File: src/csv_field_tokenizer_assert.svh
// Assertion macros shared by the tokenizer RTL.
`ifndef CSV_FIELD_TOKENIZER_ASSERT_SVH
`define CSV_FIELD_TOKENIZER_ASSERT_SVH

// The consequent must hold in the same cycle as the antecedent.
`define CSVT_ASSERT_NOW(lbl, pre, post, msg) \
	lbl: assert property (@(posedge clk) disable iff (!arst_n) (pre) |-> (post)) \
		else $error(msg);

// The consequent must hold in the cycle after the antecedent.
`define CSVT_ASSERT_NEXT(lbl, pre, post, msg) \
	lbl: assert property (@(posedge clk) disable iff (!arst_n) (pre) |=> (post)) \
		else $error(msg);

`endif

File: src/csvt_pkg.sv
`timescale 1ns / 1ps

package csvt_pkg;

	localparam int unsigned BYTE_W = 8;
	localparam int unsigned CFG_INDEX_W = 2;
	localparam int unsigned OUT_TDATA_W = 16;

	localparam logic [BYTE_W-1:0] CHAR_CR = 8'd13;
	localparam logic [BYTE_W-1:0] CHAR_LF = 8'd10;
	localparam logic [BYTE_W-1:0] RESET_DELIM = 8'd44;
	localparam logic [BYTE_W-1:0] RESET_QUOTE = 8'd34;

	localparam logic [CFG_INDEX_W-1:0] REG_DELIMITER = 2'd0;
	localparam logic [CFG_INDEX_W-1:0] REG_QUOTE = 2'd1;

	typedef struct packed {
		logic present;
		logic char_valid;
		logic [BYTE_W-1:0] content_char;
		logic field_end;
		logic row_end;
		logic field_empty;
	} csvt_result_t;

	typedef struct packed {
		logic in_quotes;
		logic quote_seen_in_quotes;
		logic after_carriage_return;
		logic field_has_chars;
		logic row_open;
	} csvt_state_t;

endpackage

File: src/csvt_step.sv
`timescale 1ns / 1ps

module csvt_step (
	input  logic clk,
	input  logic arst_n,
	input  logic advance,
	input  logic [csvt_pkg::BYTE_W-1:0] data_byte,
	input  logic end_of_file,
	input  logic [csvt_pkg::BYTE_W-1:0] delimiter_char,
	input  logic [csvt_pkg::BYTE_W-1:0] quote_char,
	output csvt_pkg::csvt_result_t result,
	output csvt_pkg::csvt_state_t state
);
	import csvt_pkg::*;

	csvt_state_t st_q;
	csvt_state_t st_next;

	always_comb begin
		logic valid;
		logic fe;
		logic re;
		logic handled;
		logic skipped;
		logic has_chars;
		logic open_row;
		valid = 1'b0;
		fe = 1'b0;
		re = 1'b0;
		handled = 1'b0;
		skipped = 1'b0;
		st_next = st_q;

		if (st_q.in_quotes) begin
			if (st_q.quote_seen_in_quotes) begin
				st_next.quote_seen_in_quotes = 1'b0;
				if (data_byte == quote_char) begin
					valid = 1'b1;
					handled = 1'b1;
				end else begin
					st_next.in_quotes = 1'b0;
				end
			end else if (data_byte == quote_char) begin
				st_next.quote_seen_in_quotes = 1'b1;
				handled = 1'b1;
			end else begin
				valid = 1'b1;
				handled = 1'b1;
			end
		end

		if (!handled) begin
			if (st_q.after_carriage_return && data_byte == CHAR_LF) begin
				skipped = 1'b1;
			end else if (data_byte == quote_char) begin
				st_next.in_quotes = 1'b1;
			end else if (data_byte == delimiter_char) begin
				fe = 1'b1;
			end else if (data_byte == CHAR_CR || data_byte == CHAR_LF) begin
				fe = 1'b1;
				re = 1'b1;
			end else begin
				valid = 1'b1;
			end
			st_next.after_carriage_return = !skipped && data_byte == CHAR_CR && re;
		end

		open_row = st_q.row_open || !skipped;
		has_chars = st_q.field_has_chars || valid;
		if (end_of_file && open_row && !re) begin
			fe = 1'b1;
			re = 1'b1;
		end

		result.present = valid || fe;
		result.char_valid = valid;
		result.content_char = valid ? data_byte : '0;
		result.field_end = fe;
		result.row_end = re;
		result.field_empty = fe && !has_chars;

		st_next.field_has_chars = has_chars && !fe;
		st_next.row_open = open_row && !re;
		if (end_of_file) begin
			st_next = '0;
		end
	end

	always_ff @(posedge clk or negedge arst_n) begin
		if (!arst_n) begin
			st_q <= '0;
		end else if (advance) begin
			st_q <= st_next;
		end
	end

	assign state = st_q;

endmodule

File: src/csv_field_tokenizer.sv
`timescale 1ns / 1ps

// Byte-serial CSV tokenizer. Raw text enters on the s_axis group, one byte
// per beat in s_tdata, with s_tlast set on the last byte of the text. Each
// byte that carries field content or ends a field gives one result beat on
// the m_axis group; quote characters, a skipped LF after CR and similar
// bytes give no beat. The cfg channel writes the delimiter (index 0) and
// the quote character (index 1); it is always ready, and the user must use
// it only while the block is idle, as the block does not enforce this.
// An accepted byte is held in the input register, and its result is
// registered in the output register when the state update advances.
// Throughput is one byte per cycle while the receiver does not stall.
// When the receiver stalls, the output register holds its beat, the input
// register fills, and s_tready falls only when both are occupied.
// Reset clears all parse state and the valid flags of both registers, and
// restores the comma delimiter and the double-quote character.

`include "csv_field_tokenizer_assert.svh"

module csv_field_tokenizer (
	input  logic clk,
	input  logic arst_n,
	input  logic s_tvalid,
	output logic s_tready,
	input  logic [csvt_pkg::BYTE_W-1:0] s_tdata,       // [7:0] data_byte
	input  logic s_tlast,                              // end_of_file
	output logic m_tvalid,
	input  logic m_tready,
	output logic [csvt_pkg::OUT_TDATA_W-1:0] m_tdata,  // [7:0] content_char,
	                                                   // [8] field_end,
	                                                   // [9] field_empty
	output logic m_tuser,                              // char_valid
	output logic m_tlast,                              // row_end
	input  logic cfg_valid,
	output logic cfg_ready,
	input  logic [csvt_pkg::CFG_INDEX_W-1:0] cfg_index,
	input  logic [csvt_pkg::BYTE_W-1:0] cfg_data
);
	import csvt_pkg::*;

	logic [BYTE_W-1:0] delimiter_q;
	logic [BYTE_W-1:0] quote_q;
	logic valid_s1;
	logic [BYTE_W-1:0] data_s1;
	logic last_s1;
	logic out_valid_q;
	csvt_result_t out_q;
	csvt_result_t result;
	csvt_state_t state;
	logic out_free;
	logic advance;

	assign cfg_ready = 1'b1;

	always_ff @(posedge clk or negedge arst_n) begin
		if (!arst_n) begin
			delimiter_q <= RESET_DELIM;
			quote_q <= RESET_QUOTE;
		end else if (cfg_valid) begin
			unique case (cfg_index)
				REG_DELIMITER: delimiter_q <= cfg_data;
				REG_QUOTE: quote_q <= cfg_data;
				default: ;
			endcase
		end
	end

	assign out_free = !out_valid_q || m_tready;
	assign advance = valid_s1 && (!result.present || out_free);
	assign s_tready = !valid_s1 || advance;

	csvt_step u_step (
		.clk(clk),
		.arst_n(arst_n),
		.advance(advance),
		.data_byte(data_s1),
		.end_of_file(last_s1),
		.delimiter_char(delimiter_q),
		.quote_char(quote_q),
		.result(result),
		.state(state)
	);

	always_ff @(posedge clk or negedge arst_n) begin
		if (!arst_n) begin
			valid_s1 <= 1'b0;
			out_valid_q <= 1'b0;
		end else begin
			if (s_tready) begin
				valid_s1 <= s_tvalid;
			end
			if (advance && result.present) begin
				out_valid_q <= 1'b1;
			end else if (m_tready) begin
				out_valid_q <= 1'b0;
			end
		end
	end

	always_ff @(posedge clk) begin
		if (s_tready && s_tvalid) begin
			data_s1 <= s_tdata;
			last_s1 <= s_tlast;
		end
		if (advance && result.present) begin
			out_q <= result;
		end
	end

	assign m_tvalid = out_valid_q;
	assign m_tdata = {{(OUT_TDATA_W - BYTE_W - 2){1'b0}}, out_q.field_empty,
		out_q.field_end, out_q.content_char};
	assign m_tuser = out_q.char_valid;
	assign m_tlast = out_q.row_end;

	`CSVT_ASSERT_NOW(a_row_end_has_field_end, m_tvalid && m_tlast, m_tdata[8],
		"row end without field end")
	`CSVT_ASSERT_NOW(a_empty_without_char, m_tvalid && m_tdata[9], !m_tuser && m_tdata[8],
		"empty field flag with content byte or without field end")
	`CSVT_ASSERT_NEXT(a_eof_clears_state, advance && last_s1, state == '0,
		"parse state not cleared after end of file")
	`CSVT_ASSERT_NEXT(a_stall_holds_s1, valid_s1 && !advance,
		valid_s1 && $stable(data_s1) && $stable(last_s1),
		"input register changed while stalled")

endmodule
File: config.mk
export PLATFORM = sky130hd
export DESIGN_NAME = csv_field_tokenizer
export DESIGN_NICKNAME = d
export VERILOG_FILES = /design/src/csvt_pkg.sv /design/src/csvt_step.sv /design/src/csv_field_tokenizer.sv
export VERILOG_INCLUDE_DIRS = /design/src /design/src/src
export SDC_FILE = /design/constraint.sdc
export NUM_CORES = 1
export LEC_CHECK = 0
export BUFFER_PORTS_ARGS = -buffer_cell sky130_fd_sc_hd__buf_2
export CAP_MARGIN = 5
export CORE_ASPECT_RATIO = 1.5
export CORE_MARGIN = 10
export CORE_UTILIZATION = 58
export DETAILED_ROUTE_END_ITERATION = 6
export PLACE_DENSITY = 0.92
export SLEW_MARGIN = 25
export SYNTH_ARGS = -nofsm -noshare
export SYNTH_HDL_FRONTEND = slang
export SYNTH_SLANG_ARGS = --single-unit
File: constraint.sdc
create_clock -name clk -period 8.6 [get_ports clk]
set_clock_uncertainty 0.1 [all_clocks]
set_input_delay 0.43 -clock clk [delete_from_list [all_inputs] [get_ports clk]]
set_output_delay 0.43 -clock clk [all_outputs]
set_load 0.05 [all_outputs]
[Yosys cells after proc, flatten, opt, wreduce, memory -nomap -nowiden]
Index checks and enable logic that the tools add are counted.
Widths: inputs -> output; s select.
Storage, ports and cells
  bits of input ports: 24
  register bits: 44
  output and inout port bits: 21
  word-level logic and storage cells: 91
Cells by class
  reductions and logical operators: 34
  equal/unequal tests: 6
  multiplexer cells: 35
Operator list (count)
  $mux 1: 33
  $eq 8x4->1 const B: 2
  $eq 8x8->1: 2
  $logic_and 1x1->1: 11
  $logic_not 1->1: 9
  $reduce_and 2->1: 4
  $logic_or 1x1->1: 7
  $mux 5: 1
  $reduce_bool 2->1: 2
  $eq 2x1->1 const B: 1
  $logic_not 2->1: 1
  $mux 2: 1
  $ne 2x2->1 const B: 1

[Depth between registers and ports, before layout]
Gate-level depths: netlist (run 1).
  depth in word-level cells: 17
  depth in mapped cells: 10

[Modules after synthesis]
A second synthesis (run 1) with hierarchy kept.
Second synthesis, totals
  cells, all modules: 152
  area total of the unflattened synthesis: 2108.3 um2
Modules (own cells, without submodules)
  csv_field_tokenizer: instances 1, cells an instance 74, area each 1406.3 um2, sequential area each 1087.3 um2
  csvt_step: instances 1, cells an instance 78, area each 701.9 um2, sequential area each 125.1 um2

[Worst setup path before layout (run 1)]
Ideal clock, no wire load.
  path type: register to register
  start: register data_s1[0]
  end: register data_s1[0] (enable)
  slack: 5.358 ns
  path buffers: 0
  stages on the path, launching flop included: 11
  data required time: 8.162 ns
  data arrival time: 2.805 ns
  cell sequence: edfxtp_1 > xor2_1 > nor4_1 > nand2_1 > ha_1 > nor2b_1 > a41oi_1 > a21bo_2 > a31oi_1 > nand2_1 > and2_1
Between the ends
  cells in the longest elaborated chain, start to end: 17
  elaborated cells on any way between the ends: 42
RTL lines
  from (decl): line csv_field_tokenizer.sv:44  | logic [BYTE_W-1:0] data_s1;
  from (signal assigned): line csv_field_tokenizer.sv:102  | data_s1 <= s_tdata;
  $eq 8x4->1, on equally long branches: line csvt_step.sv:59, csvt_step.sv:53
  $logic_or 1x1->1: line csvt_step.sv:59  | end else if (data_byte == CHAR_CR || data_byte == CHAR_LF) begin
  $mux 1: line csvt_step.sv:59
  $mux 1: line csvt_step.sv:57  | end else if (data_byte == delimiter_char) begin
  $mux 1: line csvt_step.sv:55  | end else if (data_byte == quote_char) begin
  $mux 1: line csvt_step.sv:53  | if (st_q.after_carriage_return && data_byte == CHAR_LF) begin
  $mux 1 (2 in series): line csvt_step.sv:52  | if (!handled) begin
  $logic_not 1->1: line csvt_step.sv:70  | if (end_of_file && open_row && !re) begin
  $logic_and 1x1->1: line csvt_step.sv:70
  $mux 1: line csvt_step.sv:70
  $logic_or 1x1->1 *: line csvt_step.sv:75  | result.present = valid || fe;
  $logic_not 1->1 *: line csv_field_tokenizer.sv:69  | assign advance = valid_s1 && (!result.present || out_free);
  $logic_or 1x1->1 *: line csv_field_tokenizer.sv:69
  $logic_and 1x1->1 *: line csv_field_tokenizer.sv:69
  $logic_or 1x1->1 *: line csv_field_tokenizer.sv:70  | assign s_tready = !valid_s1 || advance;
  via s_tready: line csv_field_tokenizer.sv:24  | output logic s_tready,
  $logic_and 1x1->1 *: line csv_field_tokenizer.sv:101  | if (s_tready && s_tvalid) begin
Mark *: on every way through the listed nets, which the timed path passes. The rest lies on a longest branch. The select of a mux whose other input is x is not followed.
A chain may end at the register's enable or synchronous reset.

[Worst setup path after layout (run 1)]
  start: register data_s1[0]
  end: output s_tready
Between the ends
  cells in the longest elaborated chain, start to end: 16
  elaborated cells on any way between the ends: 41
RTL lines (line)
  $eq 8x4->1, on equally long branches: csvt_step.sv:59, csvt_step.sv:53
  $logic_or 1x1->1: csvt_step.sv:59
  $mux 1: csvt_step.sv:59
  $mux 1: csvt_step.sv:57
  $mux 1: csvt_step.sv:55
  $mux 1: csvt_step.sv:53
  $mux 1 (2 in series): csvt_step.sv:52
  $logic_not 1->1: csvt_step.sv:70
  $logic_and 1x1->1: csvt_step.sv:70
  $mux 1: csvt_step.sv:70
  $logic_or 1x1->1 *: csvt_step.sv:75
  $logic_not 1->1 *: csv_field_tokenizer.sv:69
  $logic_or 1x1->1 *: csv_field_tokenizer.sv:69
  $logic_and 1x1->1 *: csv_field_tokenizer.sv:69
  $logic_or 1x1->1 *: csv_field_tokenizer.sv:70
  to (decl): csv_field_tokenizer.sv:24
Mark *: on every way between the ends. The rest lies on a longest branch, timed or not. The select of a mux whose other input is x is not followed.

==> flow_summary.toml, run 1 <==
[run]
maxCapViolCount = 0

[pwr]
power.internal_w = 0.000442
ir_worst_vdd_uv = 204
pwr-share-comb_pct = 28.9
p_leak_nw = 1.02
power.density_nw_per_um2 = 276
clkPwrFrac_pct = 25.3
pwr-share-seq_pct = 45.9
power.switching_w = 0.000225
sw_frac_of_total_pct = 33.8

[synthesis]
postSynthAreaPerCell_um2 = 13.2
async_flop_share_pct = 52.3
ys_ff_latch = 44
synth_ff_type = "edfxtp_1"
synthCells = 159
yosysTopAreaCell = "edfxtp_1"
netlist_top_cells_count = "edfxtp_1, dfrtp_1, mux2_2, xor2_1, nand2_1"
yosys.area.top_type_share_pct = 30.1
ys_warn_count = 0
netlist_top_cells_area = "edfxtp_1, dfrtp_1, mux2_2, xor2_1, dfstp_2"
ys_seq_area_share_pct = 58.0
ys_types = 40
synth_area_um2 = 2090
yosysMostFrequentCell = "edfxtp_1"
synth-edff-count = 21

[die]
boundaryPins = 45
die_x_um = 69.0
start_util_pct = 60.7
die_y_um = 93.6
num_rows = 26
die-area_um2 = 6460
core_area_um2 = 3450

[finish]
final_area_um2 = 2420
areaGrowthSynthToFinish_pct = 15.6
final_nets = 226
drive_gt1_share_pct = 36.8
fillers = 274
diodes = 0

[global_route]
grt_usage_pct = 12.9
antenna_found_initial = 0
grt_max_degree = 24
busiest_layer = "met2"
met1_usage_pct = 12.9
grt_pass1_wl_um = 6600
overflow = 0
grt_use_met3_pct = 5.08
met2_usage_pct = 22.8
grt_pass1_vias = 1427

[sta]
hold_slack_ps = -9.28
tightestPinTransition_ps = 880
fmax_mhz = 270
rsz0062_at_grt = "no"
fin_crit_sh_pct = 43.0
maxSlewHeadroom_pct = 41.1
setup_viol = 0
maxSlewViolCount = 0
tns_ps = 0
finalHoldViolCount = 18
period_needed_ps = 3700

[setup_path]
crit_path_frequent_cell = "nand2_1"
critical_path_required_ps = 8070
path_cells = "xor2_1, nor4_1, nand2_1, ha_1, nor2b_1, a41oi_1, a21bo_2, a31oi_1, nand2_1, buf_2"
crit_start = "data_s1[0]"
crit_family = "simple AND/OR/NAND/NOR gates"
path_max_fanout = 5
critPathArrivalTime_ps = 3170
cp-start-kind = "flip-flop"
crit_path_max_incr_delay_ps = 510
crit_slowest_cell = "edfxtp_1"
rr_startpoint = "data_s1[0]"
worst-path-buf-inv = 1
cp-end-kind = "output pin"
crit_type = "flip-flop to output pin"

[clock_network]
cts.sinks = 44
cts_tree = "built"
post_cts_buffers = 0
cts_buffers = 5
clk_latency_ps = 300
cts_root_buf = "clkbuf_8"
clk_pin_slew_ps = 80
htreeDepth = 2
clockBufferDepth = 2
postCtsResizedCells = 0
postCtsHoldBufs = 0

[hold_path]
hp-class = "input pin to asynchronous set/reset pin"

[routing]
ant_nets = 0
first_iter_violations = 26
wl_um = 4020
vias = 1319
wl_per_cell_um = 16.6
vias_per_cell = 5.43
drc = 0
drt_first_pass_iters = 4

[placement]
dp_hpwl_um = 3210
gp_congestion = 0.982
numPortBuffers = 37
placedInstanceArea_um2 = 2290

[run_status]
violations = "hold timing"
status = "finished, violations left"
## final timing paths
check | end | slack [ps] | cells past startpoint
min in group clk | data_s1[1] | 200 | 1
min | quote_q[2] | -9 | 1
max in group asynchronous | quote_q[5] | 8050 | 1
max reg2reg | data_s1[3] | 5190 | 10
min reg2reg | quote_q[2] | 430 | 1
max | s_tready | 4900 | 10
## sequential cells by signal, summed over array words and instances (netlist names)
register	cells
m_tlast	1
data_s1	8
u_step.state	5
quote_q	8
valid_s1	1
m_tdata	10
m_tuser	1
delimiter_q	8
last_s1	1
m_tvalid	1
## placed cells by master (no fill, tap or decap), types with 2 or more instances in the layout
cell / n
buf_2: 37
edfxtp_1: 21
dfrtp_1: 18
xor2_1: 16
mux2_2: 16
nand2_1: 11
and2_1: 9
conb_1: 7
clkbuf_8: 7
a21oi_1: 5
o21ai_0: 5
dfstp_2: 5
inv_1: 4
nor4_1: 4
nor2_1: 4
nand3b_1: 2
nor3b_2: 2
nor2b_1: 2
nand2b_1: 2
o31ai_1: 2
ha_1: 2
## cell families after synthesis
kind of cell | count (synthesis) | share of synthesized area, %
flip-flops | 44 | 58.0
XOR/XNOR | 16 | 6.70
adder cells (fa/ha/maj) | 2 | 1.20
AND/OR/NAND/NOR | 44 | 13.8
multiplexers | 16 | 8.61
other | 2 | 0.359
buffers and inverters | 12 | 3.41
AO/OA/AOI/OAI | 23 | 8.01
## power by group through the flow
stage	sequential, W	clock (W)	combinational (W)
2_1_floorplan	0.000355	0	0.000103
3_3_place_gp	0.000308	0	0.000190
3_5_place_dp	0.000310	0	0.000193
4_1_cts	0.000306	0.000171	0.000193
5_1_grt	0.000311	0.000180	0.000208
6_report	0.000306	0.000168	0.000193
## through the flow
stage | instances | total power (W) | utilization (%) | worst slack (ps)
finish | 243 | 0.000667 | 70.1 | 4900
global route | 243 | 0.000699 | 70.1 | 4630
CTS | 243 | 0.000670 | 70.1 | 4960
detailed placement | 235 | 0.000503 | 66.5 | 5270
global placement | 235 | 0.000498 | 66.5 | 5330
floorplan | 164 | 0.000458 | - | 5360
## final cells by class
type	instances	area, µm²	share of cell area, %
clock buffers	7	96.3	3.98
clock inverters	1	30.0	1.24
inverters	4	15.0	0.621
multi-input cells	108	827	34.2
flip-flops and latches	44	1210	50.1
well taps	42	52.6	2.17
repair buffers	37	185	7.66
## layer usage
| metal | routed length (µm) | part of all wire, % |
|---|---|---|
| met5 | 0 | 0 |
| met4 | 85 | 2.1 |
| met3 | 267 | 6.6 |
| met2 | 2100 | 52 |
| met1 | 1570 | 39 |
Note: power is estimated with default switching activity, not from simulation.
==> run 2: changes to the inputs <==
- CORE_UTILIZATION: 58 -> 48
- PLACE_DENSITY: 0.92 -> 0.83
- clock period: 8.6 -> 3 ns (I/O delays scaled with it)
==> run 2 against run 1 <==
- the flow now finishes without violations
- largest cell class unchanged
- sequential cell count did not move
- highest routed layer unchanged
- via count rose by 9.8%
- wire length is 15% higher
- core utilization down 5.5 points
- sequential share of layout area decreased by 5.6 points
- critical path depth unchanged
- non-clock buffer count up 30
- first-iteration DRC count is 12% lower
- sequential power rose to 2.8 times the previous value
==> flow_summary.toml, run 2 (synthesis results as in run 1) <==
[run_status]
status = "finished clean"

[finish]
most-common-layout-cells = "buf_2, edfxtp_1, dfrtp_1"
drive_gt1_share_pct = 40.3
final_nets = 256
seq_area_um2 = 1210
diodes = 0
areaGrowthSynthToFinish_pct = 30.1
multi_input_area_um2 = 860
largest_reg_flops = 10
fin_cells = 277
fillers = 308
layout_commonest_cell = "buf_2"

[setup_path]
worst-r2r-cell-count = 10
cp-start-kind = "flip-flop"
rr_startpoint = "data_s1[7]"
crit_type = "flip-flop to output pin"
path_max_fanout = 5
critPathArrivalTime_ps = 2560
reg2reg_slack_ps = 250
r2r_end = "data_s1[2]"
crit_start = "data_s1[7]"
critical_path_required_ps = 2750
worstSetupEndpoint = "s_tready"
cp-end-kind = "output pin"

[pwr]
p_total_w = 0.00197
power.density_nw_per_um2 = 724
ir_worst_vdd_uv = 487
power.internal_w = 0.00129
pwr-share-comb_pct = 32.8
p_leak_nw = 1.16
clkPwrFrac_pct = 23.4
sw_frac_of_total_pct = 34.4
power.switching_w = 0.000678
pwr-share-seq_pct = 43.7

[global_route]
grt_max_degree = 24
grt_pass1_vias = 1564
grt_pass1_wl_um = 7620
antenna_found_initial = 0
grt_usage_pct = 13.2
overflow = 0

[routing]
first_iter_violations = 23
ant_nets = 0
vias = 1448
wl_per_cell_um = 16.7
drt_first_pass_iters = 4
drc = 0
wl_um = 4620
vias_per_cell = 5.23

[sta]
maxSlewViolCount = 0
fmax_mhz = 356
fin_crit_sh_pct = 93.6
finalHoldViolCount = 0
setup_viol = 0
tightestPinTransition_ps = 711
maxSlewHeadroom_pct = 52.2
period_needed_ps = 2810

[die]
die_y_um = 101
core_area_um2 = 4210
boundaryPins = 45
die-area_um2 = 7450
die_x_um = 73.9
start_util_pct = 49.7
num_rows = 29

[hold_path]
hp-class = "input pin to flip-flop"
hold_path_depth = 2

[placement]
numPortBuffers = 37
gp_congestion = 0.939
dp_hpwl_um = 3440
dp_cells = 251

[clock_network]
clockBufferDepth = 2
cts_tree = "built"
cts_root_buf = "clkbuf_8"
cts_buffers = 5
htreeDepth = 2
clk_latency_ps = 300
cts.sinks = 44
clk_pin_slew_ps = 80

[run]
maxCapViolCount = 0
==> run 2: cell types whose count changed in the layout (fill, tap and decap cells not counted), sizes merged <==
cell	delta
dlygate4sd3	+17
bufinv	-1
buf	+13
clkbuf	+1
==> run 2: timing repair <==
action / 4_1_cts / 5_1_grt
pin swaps: 0 / 1
buffers inserted: 0 / 1
gates cloned: 0 / 0
hold buffers: 17 / 0
gates resized for setup: 3 / 3
endpoints found under the setup margin: 1 / 23
hold endpoints to repair: 37 / 0
==> run 2: layout make-up <==
cell class / instances / area share (%)
sequential: 44 / 44.5
timing repair buffer: 67 / 16.7
tap: 46 / 2.11
clock buffer: 8 / 4.50
multi-input combinational: 108 / 31.6
inverter: 4 / 0.551
==> run 2: layer usage <==
layer  wire length (µm)  GRT usage (%)
met5                  0              0
met4                 70           4.75
met3                405           5.23
met2               2610           24.6
met1               1540           12.1
==> run 2: through the flow <==
stage          setup slack, ps  TNS, ps  util (%)  hold WS [ps]  instance area (µm²)
2_1_floorplan             70.4        0         -          -246                 2120
6_report                   192        0      64.7          17.7                 2720
3_5_place_dp              43.6        0      56.9          43.6                 2390
5_1_grt                  -16.1    -16.1      64.7          13.6                 2720
3_3_place_gp               138        0      56.9          51.8                 2390
4_1_cts                   30.8        0      64.2          9.34                 2700
==> run 2: worst min path at each step <==
stage / from / to / slack, ps
5_1_grt: cfg_data[5] / delimiter_q[5] / 10
6_report: cfg_data[5] / delimiter_q[5] / 20
2_1_floorplan: arst_n / delimiter_q[0] / -250
4_1_cts: cfg_data[5] / delimiter_q[5] / 9
3_3_place_gp: arst_n / quote_q[3] / 50
3_5_place_dp: arst_n / delimiter_q[0] / 40
==> run 2: power groups by stage <==
| stage | combinational (W) | sequential (W) | clock [W] |
|---|---|---|---|
| final | 0.000647 | 0.000863 | 0.000462 |
| after global routing | 0.000700 | 0.000878 | 0.000500 |
| after CTS | 0.000630 | 0.000865 | 0.000474 |
| after detailed placement | 0.000600 | 0.000876 | 0 |
| after global placement | 0.000592 | 0.000872 | 0 |
| after floorplan | 0.000297 | 0.00102 | 0 |
==> run 2: worst max-delay path: stages (launching register included) <==
cell and delay [ps]:
edfxtp_1 430, xor2_1 180, nor4_2 290, nand2_1 110, ha_1 230, nor2b_4 180, a41oi_1 90, a21bo_2 300
a31oi_2 150, nand2_2 100, buf_4 200
==> run 3: changes to the inputs <==
- ABC_AREA: unset -> 1
- CORE_UTILIZATION: 48 -> 49
==> run 3 against run 2 <==
- setup slack improved by 20 ps
- non-clock buffer count shrank 15
- final area grew 1.8%
- wire length fell by 5.9%
- combinational power down 40%
- largest cell class unchanged
- critical path depth up 6
- register-to-register slack got worse by 20 ps
- critical path type unchanged
- clock-buffer cell count down 2
- critical endpoint unchanged
- highest routed layer unchanged
- sequential power is 8.9% lower
- worst hold slack lost 10 ps
- maximum frequency increased by 0.73%
- area after synthesis increased by 10%
==> flow_summary.toml, run 3 <==
[setup_path]
crit_start = "quote_q[5]"
path_cells = "inv_1, nand2_1, nand2_1, nor2_1, nand2_2, inv_2, nand2_4, ha_1, nor2_1, inv_1, nand3_1, nor2_2, nor2_4, nand3_4, nand3_2, buf_2"
worst-path-buf-inv = 4
crit_slowest_cell = "dfstp_2"
crit_path_max_incr_delay_ps = 540
crit_type = "flip-flop to output pin"
crit_family = "simple AND/OR/NAND/NOR gates"
critical_path_required_ps = 2750
worst-r2r-cell-count = 17
cp-start-kind = "flip-flop"
cp-end-kind = "output pin"
path_max_fanout = 4
path_depth = 16
critPathArrivalTime_ps = 2540
rr_startpoint = "quote_q[5]"

[synthesis]
postSynthAreaPerCell_um2 = 8.60
yosys.area.top_type_share_pct = 27.4
netlist_top_cells_area = "edfxtp_1, dfrtp_1, nand2_1, inv_1, dfstp_2"
synth_ff_type = "edfxtp_1"
synth_area_um2 = 2300
ys_ff_latch = 44
yosysMostFrequentCell = "nand2_1"
synth-edff-count = 21
ys_warn_count = 0
ys_types = 26
yosysTopAreaCell = "edfxtp_1"
ys_seq_area_share_pct = 52.6
async_flop_share_pct = 52.3
synthCells = 268
netlist_top_cells_count = "nand2_1, inv_1, edfxtp_1, dfrtp_1, nor2_1"

[sta]
tns_ps = 0
finalHoldViolCount = 0
maxSlewViolCount = 0
maxSlewHeadroom_pct = 62.1
fmax_mhz = 359
period_needed_ps = 2790
setup_viol = 0
rsz0062_at_grt = "no"
fin_crit_sh_pct = 92.9
tightestPinTransition_ps = 567
setup_ws_ps = 212

[pwr]
ir_worst_vdd_uv = 330
power.density_nw_per_um2 = 579
p_leak_nw = 1.37

[clock_network]
cts_root_buf = "clkbuf_8"
clockBufferDepth = 2
postCtsHoldBufs = 14
cts_buffers = 5
cts.sinks = 44
postCtsResizedCells = 0
htreeDepth = 2
cts_tree = "built"
clk_pin_slew_ps = 80
clk_latency_ps = 290
post_cts_buffers = 0

[routing]
top_layer_used = "met4"
wirelength_met1_um = 1670
drt_first_pass_iters = 4
wl_per_cell_um = 11.2
wl_met3_um = 241
drc = 0
vias = 1774
ant_nets = 0
wl_um = 4350
first_iter_violations = 60
vias_per_cell = 4.58
dr_wl_met2_um = 2290

[global_route]
grt_pass1_wl_um = 7370
overflow = 0
antenna_found_initial = 0
grt_pass1_vias = 1712
grt_usage_pct = 11.2
grt_max_degree = 24

[finish]
final_area_um2 = 2770
multi_input_area_um2 = 870
seq_area_um2 = 1210
diodes = 0
final_nets = 348
areaGrowthSynthToFinish_pct = 20.3
drive_gt1_share_pct = 27.9
most-common-layout-cells = "nand2_1, buf_2, inv_1"
largest_reg_flops = 10
fillers = 395
layout_commonest_cell = "nand2_1"

[die]
die_y_um = 104
num_rows = 30
core_area_um2 = 4540
start_util_pct = 50.7
die-area_um2 = 7900
die_x_um = 76.0
boundaryPins = 45

[run_status]
status = "finished clean"

[placement]
gp_congestion = 0.851
dp_hpwl_um = 3510
dp_slack_ps = 219
numPortBuffers = 37
placedInstanceArea_um2 = 2520

[hold_path]
hp-class = "input pin to flip-flop"
hold_path_depth = 3
worstHoldStart = "cfg_data[5]"

[run]
maxCapViolCount = 0
==> run 3: path summary, 6_finish.rpt <==
kind	end	slack, ps
min in group asynchronous	delimiter_q[6]	250
worst max-delay path	s_tready	210
max in group asynchronous	quote_q[1]	2190
worst min register to register	u_step.state[0]	400
worst min-delay path	quote_q[5]	7
worst max register to register	last_s1	230
==> run 3: metrics by stage <==
step / hold slack (ps) / total power [W] / utilization (%) / std cells
2_1_floorplan: -246 / 0.00109 / - / 273
3_3_place_gp: 43.2 / 0.00116 / 55.6 / 365
3_5_place_dp: 40.2 / 0.00118 / 55.6 / 365
4_1_cts: 11.6 / 0.00162 / 61.0 / 387
5_1_grt: 11.8 / 0.00170 / 61.0 / 387
6_report: 7.28 / 0.00160 / 61.0 / 387
==> run 3: worst reg2reg max path, stage by stage (launching register included) <==
cell,delay [ps]
dfstp_2,540
inv_1,40
nand2_1,50
nand2_1,50
nor2_1,130
nand2_2,90
inv_2,70
nand2_4,60
ha_1,170
nor2_1,200
inv_1,120
nand3_1,120
nor2_2,50
nor2_4,110
nand3_4,100
nand3_2,90
nand2_1,70
inv_1,290
==> run 3: area by class of cell <==
class / count / share of cell area [%]
flip-flops and latches: 44 / 43.7
well taps: 64 / 2.89
clock buffers: 6 / 2.62
inverters: 45 / 6.14
clock inverters: 2 / 1.26
multi-input cells: 174 / 31.4
repair buffers: 52 / 12.0
==> run 3: layer usage <==
layer | vias to the layer above | GRT usage [%]
met2 | 52 | 19.7
met1 | 792 | 11.3
met4 | 0 | 6.25
met5 | - | 0
li1 | 917 | -
met3 | 13 | 3.72
==> run 3: logic make-up (layout without fill, tap and decap cells) <==
| group | after synthesis | in the layout | share of synthesized area [%] |
|---|---|---|---|
| AOI/OAI and AO/OA | 21 | 21 | 5.05 |
| adders and majority gates | 2 | 2 | 1.09 |
| DFF | 44 | 44 | 52.6 |
| xor gates and xnor gates | 3 | 3 | 1.14 |
| and+or+nand+nor | 141 | 141 | 29.3 |
| buffers and inverters | 55 | 105 | 10.5 |
| other | 2 | 7 | 0.326 |
==> run 3: report_power, final <==
part,total [W],internal (W),switching [W],leakage [nW]
logic,0.000388,0.000116,0.000271,0.839
registers,0.000786,0.000733,0.0000530,0.479
clock network,0.000431,0.000247,0.000184,0.0552
total,0.00160,0.00110,0.000508,1.37
